==> src/hw/rtl/bbhd_pkg.sv <==
// Shared types, constants and helpers for the bus boot handshake detector.
// No dependencies; used by bbhd_step and bus_boot_handshake_detector.
`default_nettype none

package bbhd_pkg;

	localparam int unsigned ADDR_W = 13;
	localparam int unsigned WORD_W = 16;
	localparam int unsigned CNT_W  = 3;
	localparam int unsigned APB_AW = 5;
	localparam int unsigned APB_DW = 32;

	// Register reset values
	localparam logic [ADDR_W-1:0] DANCE_A_RST = 13'h1f76;
	localparam logic [ADDR_W-1:0] DANCE_B_RST = 13'h1f68;
	localparam logic [ADDR_W-1:0] DANCE_C_RST = 13'h1f74;
	localparam logic [ADDR_W-1:0] DANCE_D_RST = 13'h1f72;
	localparam logic [WORD_W-1:0] FINAL_RST   = 16'h0000;

	// Bus addresses with a fixed meaning in the handshake
	localparam logic [ADDR_W-1:0] ADDR_SKIP   = 13'h1ffe;
	localparam logic [ADDR_W-1:0] ADDR_LOAD   = 13'h1fff;
	localparam int unsigned       ADDR_WIN    = 12;
	localparam logic [WORD_W-1:0] VECTOR_RST  = {8'hff, 8'h74};

	// Stage codes
	localparam logic [CNT_W-1:0] STG_SKIP_LAST = 3'd3;
	localparam logic [CNT_W-1:0] STG_LOAD      = 3'd4;
	localparam logic [CNT_W-1:0] STG_MATCH     = 3'd5;
	localparam logic [CNT_W-1:0] STG_FAILED    = 3'd6;
	localparam logic [CNT_W-1:0] GRP_LAST      = 3'd4;

	// Register indexes
	typedef enum logic [2:0] {
		REG_DANCE_A = 3'd0,
		REG_DANCE_B = 3'd1,
		REG_DANCE_C = 3'd2,
		REG_DANCE_D = 3'd3,
		REG_FINAL   = 3'd4
	} reg_idx_t;

	typedef struct packed {
		logic [ADDR_W-1:0] dance_a;
		logic [ADDR_W-1:0] dance_b;
		logic [ADDR_W-1:0] dance_c;
		logic [ADDR_W-1:0] dance_d;
		logic [WORD_W-1:0] final_vector;
	} cfg_t;

	typedef struct packed {
		logic [CNT_W-1:0]  group;
		logic [CNT_W-1:0]  stage;
		logic [WORD_W-1:0] served;
		logic              finished;
	} hs_state_t;

	// Vector word for a group: a, b, c, d, then the program vector
	function automatic logic [WORD_W-1:0] word_for(input cfg_t cfg, input logic [CNT_W-1:0] g);
		logic [WORD_W-1:0] w;
		unique case (g)
			3'd0:    w = {{(WORD_W-ADDR_W){1'b0}}, cfg.dance_a};
			3'd1:    w = {{(WORD_W-ADDR_W){1'b0}}, cfg.dance_b};
			3'd2:    w = {{(WORD_W-ADDR_W){1'b0}}, cfg.dance_c};
			3'd3:    w = {{(WORD_W-ADDR_W){1'b0}}, cfg.dance_d};
			default: w = cfg.final_vector;
		endcase
		return w;
	endfunction

endpackage

`default_nettype wire

==> src/hw/rtl/bbhd_step.sv <==
// Next-state logic of the handshake tracker for one observed bus access.
// Depends on bbhd_pkg.
`default_nettype none

module bbhd_step import bbhd_pkg::*; (
	input  wire cfg_t              cfg,
	input  wire hs_state_t         cur,
	input  wire logic [ADDR_W-1:0] addr,
	output hs_state_t              nxt,
	output logic                   changed
);

	logic restart;

	always_comb begin
		nxt     = cur;
		changed = 1'b0;
		restart = 1'b0;
		if (!cur.finished && addr[ADDR_WIN]) begin
			priority if (cur.stage <= STG_SKIP_LAST) begin
				if (addr == ADDR_SKIP) begin
					// skip from the last early stage lands in the next group
					if (cur.stage == STG_SKIP_LAST) begin
						nxt.group = cur.group + 3'd1;
						nxt.stage = '0;
					end else begin
						nxt.stage = STG_LOAD;
					end
				end else if (cur.stage < STG_SKIP_LAST) begin
					nxt.stage = cur.stage + 3'd1;
				end else begin
					restart = 1'b1;
				end
			end else if (cur.stage == STG_LOAD) begin
				if (addr == ADDR_LOAD) begin
					nxt.stage = STG_MATCH;
					if (cur.group < GRP_LAST) begin
						nxt.served = word_for(cfg, cur.group + 3'd1);
						changed    = 1'b1;
					end else if (cur.group == GRP_LAST) begin
						nxt.finished = 1'b1;
					end
				end else begin
					restart = 1'b1;
				end
			end else if (cur.stage == STG_MATCH) begin
				if (cur.group <= GRP_LAST &&
				    {{(WORD_W-ADDR_W){1'b0}}, addr} == word_for(cfg, cur.group)) begin
					nxt.group = cur.group + 3'd1;
					nxt.stage = '0;
				end else begin
					nxt.stage = STG_FAILED;
				end
			end else begin
				restart = 1'b1;
			end

			if (restart) begin
				nxt.group  = '0;
				nxt.stage  = '0;
				nxt.served = {{(WORD_W-ADDR_W){1'b0}}, cfg.dance_a};
				changed    = 1'b1;
			end
		end
	end

endmodule

`default_nettype wire

==> src/hw/rtl/bus_boot_handshake_detector.sv <==
// Each accepted item's result is registered in the output register.
// Throughput: one item per cycle while the held result is taken or the output
// register is empty; the tracker state updates at the accepting edge.
// Reset (arst_n low, asynchronous): group and stage zero, vector word 0xFF74,
// done flag clear, registers at their defaults, output empty.
// Top level; depends on bbhd_pkg and bbhd_step.
`default_nettype none

module bus_boot_handshake_detector import bbhd_pkg::*; (
	input  wire                    clk,
	input  wire                    arst_n,
	input  wire                    in_valid,
	output logic                   in_ready,
	input  wire logic [ADDR_W-1:0] bus_address,
	output logic                   out_valid,
	input  wire                    out_ready,
	output logic [WORD_W-1:0]      vector_word,
	output logic                   vector_changed,
	output logic                   sequence_done,
	input  wire                    psel,
	input  wire                    penable,
	input  wire                    pwrite,
	input  wire logic [APB_AW-1:0] paddr,
	input  wire logic [APB_DW-1:0] pwdata,
	output logic [APB_DW-1:0]      prdata,
	output logic                   pready
);

	cfg_t              cfg_q;
	hs_state_t         st_q;
	hs_state_t         st_nxt;
	logic              chg_nxt;
	logic              out_valid_q;
	logic [WORD_W-1:0] word_q;
	logic              chg_q;
	logic              done_q;
	logic              in_fire;
	logic              cfg_wr;
	logic [2:0]        reg_sel;

	assign pready   = 1'b1;
	assign cfg_wr   = psel && penable && pwrite;
	assign reg_sel  = paddr[APB_AW-1:2];
	assign in_ready = !out_valid_q || out_ready;
	assign in_fire  = in_valid && in_ready;

	always_ff @(posedge clk or negedge arst_n) begin
		if (!arst_n) begin
			cfg_q.dance_a      <= DANCE_A_RST;
			cfg_q.dance_b      <= DANCE_B_RST;
			cfg_q.dance_c      <= DANCE_C_RST;
			cfg_q.dance_d      <= DANCE_D_RST;
			cfg_q.final_vector <= FINAL_RST;
		end else if (cfg_wr) begin
			unique case (reg_sel)
				REG_DANCE_A: cfg_q.dance_a      <= pwdata[ADDR_W-1:0];
				REG_DANCE_B: cfg_q.dance_b      <= pwdata[ADDR_W-1:0];
				REG_DANCE_C: cfg_q.dance_c      <= pwdata[ADDR_W-1:0];
				REG_DANCE_D: cfg_q.dance_d      <= pwdata[ADDR_W-1:0];
				REG_FINAL:   cfg_q.final_vector <= pwdata[WORD_W-1:0];
				default: ;
			endcase
		end
	end

	always_comb begin
		unique case (reg_sel)
			REG_DANCE_A: prdata = {{(APB_DW-ADDR_W){1'b0}}, cfg_q.dance_a};
			REG_DANCE_B: prdata = {{(APB_DW-ADDR_W){1'b0}}, cfg_q.dance_b};
			REG_DANCE_C: prdata = {{(APB_DW-ADDR_W){1'b0}}, cfg_q.dance_c};
			REG_DANCE_D: prdata = {{(APB_DW-ADDR_W){1'b0}}, cfg_q.dance_d};
			REG_FINAL:   prdata = {{(APB_DW-WORD_W){1'b0}}, cfg_q.final_vector};
			default:     prdata = '0;
		endcase
	end

	bbhd_step u_step (
		.cfg     (cfg_q),
		.cur     (st_q),
		.addr    (bus_address),
		.nxt     (st_nxt),
		.changed (chg_nxt)
	);

	always_ff @(posedge clk or negedge arst_n) begin
		if (!arst_n) begin
			st_q.group    <= '0;
			st_q.stage    <= '0;
			st_q.served   <= VECTOR_RST;
			st_q.finished <= 1'b0;
			out_valid_q   <= 1'b0;
		end else begin
			if (in_fire) begin
				st_q <= st_nxt;
			end
			if (in_fire) begin
				out_valid_q <= 1'b1;
			end else if (out_ready) begin
				out_valid_q <= 1'b0;
			end
		end
	end

	// result payload
	always_ff @(posedge clk) begin
		if (in_fire) begin
			word_q <= st_nxt.served;
			chg_q  <= chg_nxt;
			done_q <= st_nxt.finished;
		end
	end

	assign out_valid      = out_valid_q;
	assign vector_word    = word_q;
	assign vector_changed = chg_q;
	assign sequence_done  = done_q;

	// the held result always mirrors the tracker, since both load on the same accepted item
	a_word_tracks: assert property (@(posedge clk) disable iff (!arst_n)
		out_valid_q |-> (word_q == st_q.served && done_q == st_q.finished))
		else $error("held result out of step with tracker state");

	a_done_sticky: assert property (@(posedge clk) disable iff (!arst_n)
		st_q.finished |=> st_q.finished)
		else $error("done flag dropped");

	a_done_state: assert property (@(posedge clk) disable iff (!arst_n)
		st_q.finished |-> (st_q.group == GRP_LAST && st_q.stage == STG_MATCH))
		else $error("done flag set outside final group");

	a_stage_range: assert property (@(posedge clk) disable iff (!arst_n)
		st_q.stage <= STG_FAILED)
		else $error("stage counter out of range");

	a_no_change_done: assert property (@(posedge clk) disable iff (!arst_n)
		(in_fire && st_q.finished) |=> !chg_q)
		else $error("vector changed after done");

endmodule

`default_nettype wire

==> config.mk <==
export PLATFORM = sky130hd
export DESIGN_NAME = bus_boot_handshake_detector
export DESIGN_NICKNAME = d
export VERILOG_FILES = /design/src/hw/rtl/bbhd_pkg.sv /design/src/hw/rtl/bbhd_step.sv /design/src/hw/rtl/bus_boot_handshake_detector.sv
export SDC_FILE = /design/constraint.sdc
export NUM_CORES = 1
export LEC_CHECK = 0
export BUFFER_PORTS_ARGS = -buffer_cell sky130_fd_sc_hd__buf_2
export CAP_MARGIN = 0
export CORE_MARGIN = 4
export CORE_UTILIZATION = 36
export CTS_BUF_LIST = sky130_fd_sc_hd__clkbuf_8
export DETAILED_ROUTE_END_ITERATION = 16
export HOLD_SLACK_MARGIN = 0.15
export PLACE_DENSITY = 0.63
export SYNTH_ARGS = -nofsm -noshare
export SYNTH_HDL_FRONTEND = slang
export SYNTH_SLANG_ARGS = --single-unit
==> constraint.sdc <==
create_clock -name clk -period 3.52 [get_ports clk]
set_input_delay 0.704 -clock clk [delete_from_list [all_inputs] [get_ports clk]]
set_output_delay 0.704 -clock clk [all_outputs]
set_load 0.01 [all_outputs]
==> metrics.cfg, run 1 <==
[status]
status=complete, no violations

[sta]
slew_viol_final=0
fin_setup_tns_ns=0
setup_violations=0
fin_skew_ns=0.0167
rsz0062_at_grt=false
period_share_pct=91.1
hold_viol_final=0
worstMarginPinSlew_ns=1.28
worst_slack_ns=0.312
finalCriticalPeriod_ns=3.21
fmax_mhz=312
maxSlewHeadroom_pct=14.2

[global_routing]
grt-ovfl-total=0
grt_pass1_vias=4929
antenna_found_initial=0
track_usage_pct=18.0
grt_max_degree=48
grt_first_pass_wirelength_um=28500

[finish]
diodes=0
design_area_um2=7510
fillers=1723
syn2layout_area_growth_pct=13.8
nets=760
layout.cells.non_filler=927
final_layout_size_suffix_gt1_share_pct=36.4

[routing]
wl_per_cell_um=19.5
routed-via-count=5091
drtPass1Iterations=5
via_per_inst=5.49
routed_wl_um=18100
drcViolationCount=0
ant_nets=0
drtIter0Drc=456

[power]
power.switching_mw=2.10
power_frac_seq_pct=37.3
clkPwrFrac_pct=17.2
power_mw=5.23
power.share.combinational_pct=45.5
internal-power_mw=3.13
swShare_pct=40.2
leakagePower_nw=3.19
power_density_nw_per_um2=696
peakVddDrop_mv=0.365

[critical_path]
startpoint_type=flip-flop
cpPeakStageDelay_ns=1.06
rrSetupSlack_ns=0.31
r2r_end=vector_word[5]
cp_cell_sequence=ha_1, buf_4, o41ai_4, a22o_1, mux2_2, mux2i_1, o21ai_0
end_kind=flip-flop
crit_family=compound AO/OA/AOI/OAI gates
r2r-start=st_q[20]
reg2reg_depth=7
crit_required_ns=3.75
cp.arrival_ns=3.43
crit_buf_inv=1
crit_slowest_cell=o41ai_4
path_max_fanout=17
critPathKind=reg -> reg

[floorplanning]
ios=110
core_area_um2=18000
start_util_pct=36.7
die_w_um=143
die_y_um=143
die_area_um2=20600
rows=49

[clock_network]
post-cts-setup-buffer-count=0
cts_tree=done
cts_inserted_buffers=9
clk_pin_slew_ns=0.12
ctsResizeCount=0
htreeDepth=3
ctsHoldBuffers=0
cts_sinks=110
root_buffer=clkbuf_8
insertion_delay_ns=0.40
cts.path.max_buffers=2

[yosys]
ys_seq_area_share_pct=44.0
netlist_top_cells_area=dfstp_2 (19%), dfrtp_1 (17%), mux2_2 (13%)
synthFlopType=dfstp_2
synth_area_um2=6600
synth.most_common_cell=mux2_2
synth_cell_types=54
synth_area_leader_cell=dfstp_2
yosys_register_bits=110
synth_top_area_share_pct=19.1
syn_inst=622
async_flop_share_pct=83.6
syn_area_per_cell_um2=10.6
synth_common_cells=mux2_2 (77), nand2_1 (54), a22oi_1 (50)
synth_edf_count=18
ys_warn_count=0

[placed_design]
numPlacedInstances=911
place_ws_ns=0.335
portBuffers=74
dp_hpwl_um=12600
dpl_cell_area_um2=7280
routabilityCongestion=0.812

[min_path]
hold_class=in -> async

[flow_run]
max_cap_violations=0

-- cell type report --
| class | count | area, um^2 | area share, % |
|---|---|---|---|
| clock inverter | 6 | 91.3 | 1.22 |
| clock buffer | 10 | 138 | 1.83 |
| timing repair buffer | 102 | 621 | 8.26 |
| sequential | 110 | 2900 | 38.7 |
| tap | 229 | 287 | 3.82 |
| inverter | 8 | 30.0 | 0.400 |
| multi-input combinational | 462 | 3440 | 45.8 |
-- cells by family after synthesis --
| group | after synthesis | synth area share, % |
|---|---|---|
| muxes | 124 | 20.4 |
| AOI/OAI and AO/OA | 158 | 16.2 |
| other | 2 | 0.114 |
| DFF | 110 | 44.0 |
| adders and majority gates | 10 | 1.90 |
| and+or+nand+nor | 140 | 10.6 |
| xor gates and xnor gates | 13 | 1.73 |
| buffers and inverters | 65 | 5.03 |
-- stage by stage --
| stage | hold slack [ns] | utilization, % |
|---|---|---|
| 2_1_floorplan | 0.408 | - |
| 3_3_place_gp | 0.457 | 40.5 |
| 3_5_place_dp | 0.463 | 40.5 |
| 4_1_cts | 0.321 | 41.8 |
| 5_1_grt | 0.347 | 41.8 |
| 6_report | 0.322 | 41.8 |
-- power by group through the flow --
stage / registers (mW) / logic [mW] / clock network, mW
6_report: 1.95 / 2.38 / 0.897
2_1_floorplan: 1.89 / 1.60 / 0
4_1_cts: 1.95 / 2.37 / 0.920
3_5_place_dp: 1.97 / 2.36 / 0
5_1_grt: 2.00 / 2.59 / 0.961
3_3_place_gp: 1.96 / 2.32 / 0
-- placed cells by master, fill, tap and decap left out, types with 2 or more instances in the layout --
master,instances
ha_1,10
nor4_1,2
a22o_1,16
xor2_1,2
nor2b_1,15
o22a_1,2
inv_1,8
buf_12,3
buf_2,73
dfstp_2,48
and3_1,5
xnor2_1,11
clkbuf_8,10
inv_6,2
nand2_1,54
o21ai_0,19
mux2_1,7
or3_1,2
edfxtp_1,18
nor3_1,4
nor2_1,26
dfrtp_1,44
nor4_2,2
bufinv_16,2
mux2_2,77
a21oi_1,19
a31oi_1,11
buf_4,26
o22ai_1,13
nand3_1,10
nand4_1,7
conb_1,17
a22oi_1,50
o21bai_1,2
o21ai_1,14
nand2b_1,6
mux2i_1,40
-- worst max path at each step --
stage	start	to	depth (start not counted)
6_report	st_q[20]	vector_word[5]	7
2_1_floorplan	paddr[4]	prdata[10]	6
4_1_cts	st_q[20]	vector_word[5]	7
3_3_place_gp	paddr[3]	prdata[7]	5
5_1_grt	st_q[21]	vector_word[3]	8
3_5_place_dp	st_q[20]	vector_word[5]	7
-- sequential cells by signal, summed over array words and instances (netlist names) --
register	count
cfg_q	68
st_q	23
vector_word	16
out_valid	1
sequence_done	1
vector_changed	1
-- routing by layer --
layer  GRT usage (%)  vias to the layer above  part of all wire, %
li1                -                     2412                    -
met1            25.0                     2456                   45
met2            27.9                      184                   46
met3            2.56                       39                  6.3
met4            8.18                        0                  3.4
met5               0                        -                    0
No activity file was read; power rests on OpenSTA's default activity.
==> run 2: changes to the inputs <==
- ABC_AREA: unset -> 1
- SETUP_SLACK_MARGIN: unset -> 0.4
==> metrics.cfg, run 2 <==
[sta]
finalCriticalPeriod_ns=2.65  ; was 3.21 ns
slew_viol_final=0  ; unchanged
holdWs_ns=0.283  ; was 0.322 ns
maxSlewHeadroom_pct=32.1  ; was 14.2%
worst_slack_ns=0.865  ; was 0.312 ns
fmax_mhz=377  ; was 312 MHz
fin_skew_ns=0.0174  ; was 0.0167 ns
fin_setup_tns_ns=0  ; unchanged
hold_viol_final=0  ; unchanged
rsz0062_at_grt=false  ; unchanged
worstMarginPinSlew_ns=1.02  ; was 1.28 ns
setup_violations=0  ; unchanged
period_share_pct=75.4  ; was 91.1%

[power]
power_mw=3.11  ; was 5.23 mW
leakagePower_nw=3.64  ; was 3.19 nW
peakVddDrop_mv=0.179  ; was 0.365 mV
power_density_nw_per_um2=409  ; was 696 nW/um^2

[global_routing]
antenna_found_initial=0  ; unchanged
track_usage_pct=18.0  ; about the same
grt_pass1_vias=5655  ; was 4,929
grt_max_degree=56  ; was 48
grt_first_pass_wirelength_um=31400  ; was 28,500 um
grt-ovfl-total=0  ; unchanged

[clock_network]
cts_sinks=110  ; unchanged
cts_tree=done  ; unchanged
cts.path.max_buffers=2  ; unchanged
clk_pin_slew_ns=0.11  ; was 0.12 ns
htreeDepth=3  ; unchanged
root_buffer=clkbuf_8  ; unchanged
insertion_delay_ns=0.40  ; about the same
cts_inserted_buffers=9  ; unchanged
ctsHoldBuffers=0  ; unchanged
post-cts-setup-buffer-count=0  ; unchanged

[floorplanning]
die_w_um=147  ; was 143 um
rows=50  ; was 49
core_area_um2=18800  ; was 18,000 um^2
ios=110  ; unchanged
die_y_um=147  ; was 143 um
die_area_um2=21500  ; was 20,600 um^2
start_util_pct=36.8  ; was 36.7%

[yosys]
synth_cell_types=44  ; was 54
ys_warn_count=0  ; unchanged
synth_area_leader_cell=dfstp_2  ; unchanged
syn_inst=921  ; was 622
netlist_top_cells_area=dfstp_2 (18%), nand2_1 (17%), dfrtp_1 (16%)  ; was dfstp_2 (19%), dfrtp_1 (17%), mux2_2 (13%)
yosys_register_bits=110  ; unchanged
synth_top_family_by_area=simple AND/OR/NAND/NOR gates  ; was multiplexers
syn_area_per_cell_um2=7.50  ; was 10.6 um^2
synth_common_cells=nand2_1 (306), nand3_1 (105), o21ai_0 (94)  ; was mux2_2 (77), nand2_1 (54), a22oi_1 (50)
synth_simple_gate_area_share_pct=30.7  ; was 10.6%
async_flop_share_pct=83.6  ; unchanged
synth_top_area_share_pct=18.2  ; was 19.1%
synth-compound-area-share_pct=14.6  ; was 16.2%
synth_area_um2=6910  ; was 6600 um^2
synthXorXnorAreaFrac_pct=0.253  ; was 1.73%
synth-adder-area-share_pct=1.81  ; was 1.90%
muxShareOfSynthArea_pct=0  ; was 20.4%
ys_seq_area_share_pct=42.0  ; was 44.0%
synth.most_common_cell=nand2_1  ; was mux2_2
synthFlopType=dfstp_2  ; unchanged
synth_edf_count=18  ; unchanged

[finish]
final_cell_mix=nand2_1 (306), nand3_1 (105), o21ai_0 (94)  ; was mux2_2 (77), buf_2 (73), nand2_1 (54)
layout.cells.non_filler=1216  ; was 927
largest_reg_flops=68  ; unchanged
final_layout_size_suffix_gt1_share_pct=21.1  ; was 36.4%
regMostFlops=cfg_q  ; unchanged
final_common_cell=nand2_1  ; was mux2_2
syn2layout_area_growth_pct=9.96  ; was 13.8%
fillers=1960  ; was 1,723
diodes=0  ; unchanged
design_area_um2=7600  ; was 7510 um^2
final_core_util_pct=40.5  ; was 41.8%
nets=1044  ; was 760

[routing]
routed_wl_um=19300  ; was 18,100 um
drtPass1Iterations=5  ; unchanged
via_per_inst=5.08  ; was 5.49
wl_per_cell_um=15.9  ; was 19.5 um
ant_nets=0  ; unchanged
routed-via-count=6173  ; was 5,091
drtIter0Drc=596  ; was 456
drcViolationCount=0  ; unchanged

[flow_run]
max_cap_violations=0  ; unchanged

[critical_path]
crit_family=buffers and inverters  ; was compound AO/OA/AOI/OAI gates
end_kind=primary output  ; was flip-flop
r2r-start=st_q[20]  ; unchanged
crit_buf_inv=4  ; was 1
startpoint_type=input pin  ; was flip-flop
path_max_fanout=10  ; was 17
crit_slowest_cell=o2111ai_1  ; was o41ai_4
startpoint=paddr[2]  ; was st_q[20]
cp_cell_sequence=buf_2, nor3_2, buf_4, inv_1, o2111ai_1, buf_2  ; was ha_1, buf_4, o41ai_4, a22o_1, mux2_2, mux2i_1, o21ai_0
cp.arrival_ns=1.95  ; was 3.43 ns
critPathKind=in -> out  ; was reg -> reg
crit_required_ns=2.82  ; was 3.75 ns
cp_common_cell=buf_2
cpPeakStageDelay_ns=0.34  ; was 1.06 ns

[placed_design]
dpl_cell_area_um2=7410  ; was 7280 um^2
place_ws_ns=0.713  ; was 0.335 ns
routabilityCongestion=0.858  ; was 0.812
dp_hpwl_um=14000  ; was 12,600 um
portBuffers=74  ; unchanged
numPlacedInstances=1200  ; was 911

[status]
status=complete, no violations  ; unchanged

[min_path]
hold_class=in -> async  ; unchanged

[run 2: final timing paths]
| kind | slack, ns | end | depth (start not counted) |
|---|---|---|---|
| worst min-delay path | 0.28 | cfg_q[14] | 1 |
| worst max register to register | 0.91 | st_q[21] | 15 |
| min in group clk | 0.48 | st_q[14] | 2 |
| max in group asynchronous | 2.48 | cfg_q[57] | 2 |
| worst max-delay path | 0.87 | prdata[7] | 6 |
| worst min register to register | 0.48 | st_q[14] | 2 |
[run 2: area by class of cell]
cell class | count | area (um^2) | area share, %
Inverter | 95 | 364 | 4.79
Clock inverter | 6 | 52.6 | 0.691
Clock buffer | 10 | 138 | 1.81
Timing Repair Buffer | 90 | 505 | 6.65
Sequential cell | 110 | 2900 | 38.2
Multi-Input combinational cell | 671 | 3340 | 44.0
Tap cell | 234 | 293 | 3.85
[run 2: cell families after synthesis]
family	count (synthesis)
AO/OA/AOI/OAI	167
flip-flops	110
adder cells (fa/ha/maj)	10
buffers and inverters	155
other	2
AND/OR/NAND/NOR	475
XOR/XNOR	2
[run 2: worst reg2reg max path, stage by stage, from the launching register on]
cell and delay (ns):
dfrtp_1 0.47, ha_1 0.23, ha_1 0.40, nand2_1 0.16, nand3_1 0.09, or2_0 0.23, nand3_1 0.07, nand2_1 0.05
nor2_1 0.17, nand2_1 0.12, nor2_1 0.14, nand3_1 0.10, nand2_2 0.10, nand2_2 0.07, nand2_1 0.07, nand2_1 0.05
[run 2: timing repair]
| action | CTS | global route |
|---|---|---|
| setup endpoints to repair | 0 | 2 |
| resized for setup | 0 | 1 |
| endpoints found under the hold margin | 0 | 0 |
[run 2: metal layers]
metal	vias to the layer above	track usage [%]	routed length, um
li1	3109	-	-
met5	-	0	0
met2	205	26.2	8300
met1	2842	27.0	9510
met3	17	4.00	1240
met4	0	4.66	291
[run 2: report_power, final]
part	leakage (nW)	total [mW]	switching, mW	internal (mW)
clock network	0.0997	0.780	0.489	0.291
registers	1.24	1.72	0.190	1.53
logic	2.31	0.602	0.367	0.234
==> run 3: changes to the inputs <==
- PLACE_DENSITY: 0.63 -> 0.65
- clock period: 3.52 -> 2.44 ns (I/O delays scaled with it)
==> metrics.cfg, run 3 (synthesis gave the netlist of run 2 again) <==
[floorplanning]
die_y_um=147  ; unchanged
die_area_um2=21500  ; unchanged
core_area_um2=18800  ; unchanged
start_util_pct=36.8  ; unchanged
die_w_um=147  ; unchanged
rows=50  ; unchanged
ios=110  ; unchanged

[critical_path]
crit_required_ns=2.73  ; was 2.82 ns
critPathKind=reg -> reg  ; was in -> out
startpoint_type=flip-flop  ; was input pin
crit_buf_inv=3  ; was 4
crit_family=simple AND/OR/NAND/NOR gates  ; was buffers and inverters
end_kind=flip-flop  ; was primary output
path_max_fanout=8  ; was 10
cp_cell_sequence=buf_6, ha_4, ha_4, buf_8, nand2_2, nand3_2, inv_2, nand3_1, nand3_1, nand2_1, nor2_1, nand2_1, nor2_2, nand3_1, nand2_2, nand2_2, nand2_1, nand2_1  ; was buf_2, nor3_2, buf_4, inv_1, o2111ai_1, buf_2
crit_slowest_cell=dfrtp_1  ; was o2111ai_1
cp_common_cell=nand2_1  ; was buf_2
cpPeakStageDelay_ns=0.44  ; was 0.34 ns
cp.arrival_ns=2.62  ; was 1.95 ns

[global_routing]
track_usage_pct=19.0  ; was 18.0%
grt_first_pass_wirelength_um=33000  ; was 31,400 um
grt_pass1_vias=6234  ; was 5,655
grt_max_degree=44  ; was 56
antenna_found_initial=1  ; was 0
grt-ovfl-total=0  ; unchanged

[clock_network]
cts_sinks=110  ; unchanged
root_buffer=clkbuf_8  ; unchanged
cts_inserted_buffers=9  ; unchanged
htreeDepth=3  ; unchanged
insertion_delay_ns=0.41  ; was 0.40 ns
cts.path.max_buffers=2  ; unchanged
cts_tree=done  ; unchanged
clk_pin_slew_ns=0.10  ; was 0.11 ns

[sta]
slew_viol_final=0  ; unchanged
fin_skew_ns=0.0156  ; was 0.0174 ns
maxSlewHeadroom_pct=51.1  ; was 32.1%
finalCriticalPeriod_ns=2.33
worst_slack_ns=0.112  ; was 0.865 ns
holdWs_ns=0.334  ; was 0.283 ns
hold_viol_final=0  ; unchanged
worstMarginPinSlew_ns=0.733  ; was 1.02 ns
fmax_mhz=429
rsz0062_at_grt=true  ; was false
period_share_pct=95.4
setup_violations=0  ; unchanged

[power]
peakVddDrop_mv=0.268  ; was 0.179 mV
power_density_nw_per_um2=542  ; was 409 nW/um^2
leakagePower_nw=4.15  ; was 3.64 nW

[routing]
routed_wl_um=21600  ; was 19,300 um
ant_nets=0  ; unchanged
routed-via-count=6722  ; was 6,173
drcViolationCount=0  ; unchanged
drtPass1Iterations=6  ; was 5
wl_per_cell_um=17.1  ; was 15.9 um
via_per_inst=5.31  ; was 5.08
drtIter0Drc=689  ; was 596

[min_path]
hold_class=in -> reg  ; was in -> async

[finish]
nets=1093  ; was 1,044
final_layout_size_suffix_gt1_share_pct=34.0  ; was 21.1%
syn2layout_area_growth_pct=27.1  ; was 9.96%
final_cell_mix=nand2_1 (285), nand3_1 (89), o21ai_0 (76)  ; was nand2_1 (306), nand3_1 (105), o21ai_0 (94)
diodes=0  ; unchanged
final_common_cell=nand2_1  ; unchanged
regMostFlops=cfg_q  ; unchanged
largest_reg_flops=68  ; unchanged

[status]
status=complete, no violations  ; unchanged

[placed_design]
place_ws_ns=0.0233  ; was 0.713 ns
routabilityCongestion=0.878  ; was 0.858
portBuffers=74  ; unchanged
dp_hpwl_um=14800  ; was 14,000 um

[flow_run]
max_cap_violations=0  ; unchanged

[run 3: changes by cell type in the layout (fill, tap and decap cells not counted), moves of 6 or more]
cell      delta
o21ai_4      +7
o21ai_2     +11
a221oi_2    +10
nand3_2     +16
o21ai_0     -18
nand3_1     -16
buf_4       +23
nand2_2     +16
buf_6       +15
inv_1        -8
nor3_4       +6
nand2_1     -21
a221oi_1    -13
[run 3: routing by layer]
layer / GRT usage, % / up-vias / part of all wire, %
met5: 0 / - / 0.032
li1: - / 3212 / -
met2: 29.5 / 315 / 45
met3: 3.01 / 64 / 7.5
met4: 7.62 / 2 / 4.4
met1: 26.7 / 3129 / 43
[run 3: final timing paths]
path                       startpoint        end  slack, ns  depth (start not counted)
setup / recovery             st_q[20]   st_q[22]       0.11                         18
hold / removal             pwdata[15]  cfg_q[15]       0.33                          3
setup reg to reg             st_q[20]   st_q[22]       0.11                         18
hold reg to reg              st_q[14]   st_q[14]       0.47                          2
max in group asynchronous      arst_n  cfg_q[31]       1.03                          3
min in group asynchronous      arst_n   cfg_q[8]       0.61                          2
[run 3: final cells by class]
cell class / instances / area (um^2)
Multi-Input combinational cell: 671 / 3910
Clock buffer: 10 / 138
Tap cell: 234 / 293
Timing Repair Buffer: 138 / 1060
Inverter: 95 / 402
Clock inverter: 6 / 75.1
Fill cell: 1827 / 9980
Timing Repair inverter: 1 / 6.26
Sequential cell: 110 / 2910
[run 3: where the power goes]
part | internal (mW) | switching, mW | leakage, nW
clock | 0.519 | 0.669 | 0.105
combinational | 0.419 | 0.624 | 2.81
sequential | 2.21 | 0.318 | 1.23
total | 3.15 | 1.61 | 4.15
[run 3: worst register-to-register path, cell delays in order, from the launching register on]
cell,delay (ns)
dfrtp_1,0.44
buf_6,0.15
ha_4,0.15
ha_4,0.21
buf_8,0.16
nand2_2,0.09
nand3_2,0.09
inv_2,0.06
nand3_1,0.06
nand3_1,0.07
nand2_1,0.05
nor2_1,0.10
nand2_1,0.07
nor2_2,0.12
nand3_1,0.09
nand2_2,0.10
nand2_2,0.07
nand2_1,0.08
nand2_1,0.04
[run 3: stage by stage]
stage	TNS [ns]	std cells	util, %	area (um^2)	power (mW)
floorplan	0	936	-	7100	3.05
CTS	0	1249	43.8	8230	4.65
detailed placement	0	1220	40.7	7640	3.42
global route	-0.0895	1265	46.8	8780	5.03
global placement	0	1220	40.7	7640	3.39
finish	0	1265	46.8	8780	4.76
[run 3: repair_timing]
| item | 4_1_cts | 5_1_grt |
|---|---|---|
| gates resized for setup | 62 | 114 |
| pin swaps | 16 | 38 |
| setup endpoints to repair | 41 | 51 |
| hold buffers | 1 | 0 |
| gates cloned | 2 | 6 |
| setup buffers | 10 | 10 |
| endpoints found under the hold margin | 12 | 0 |
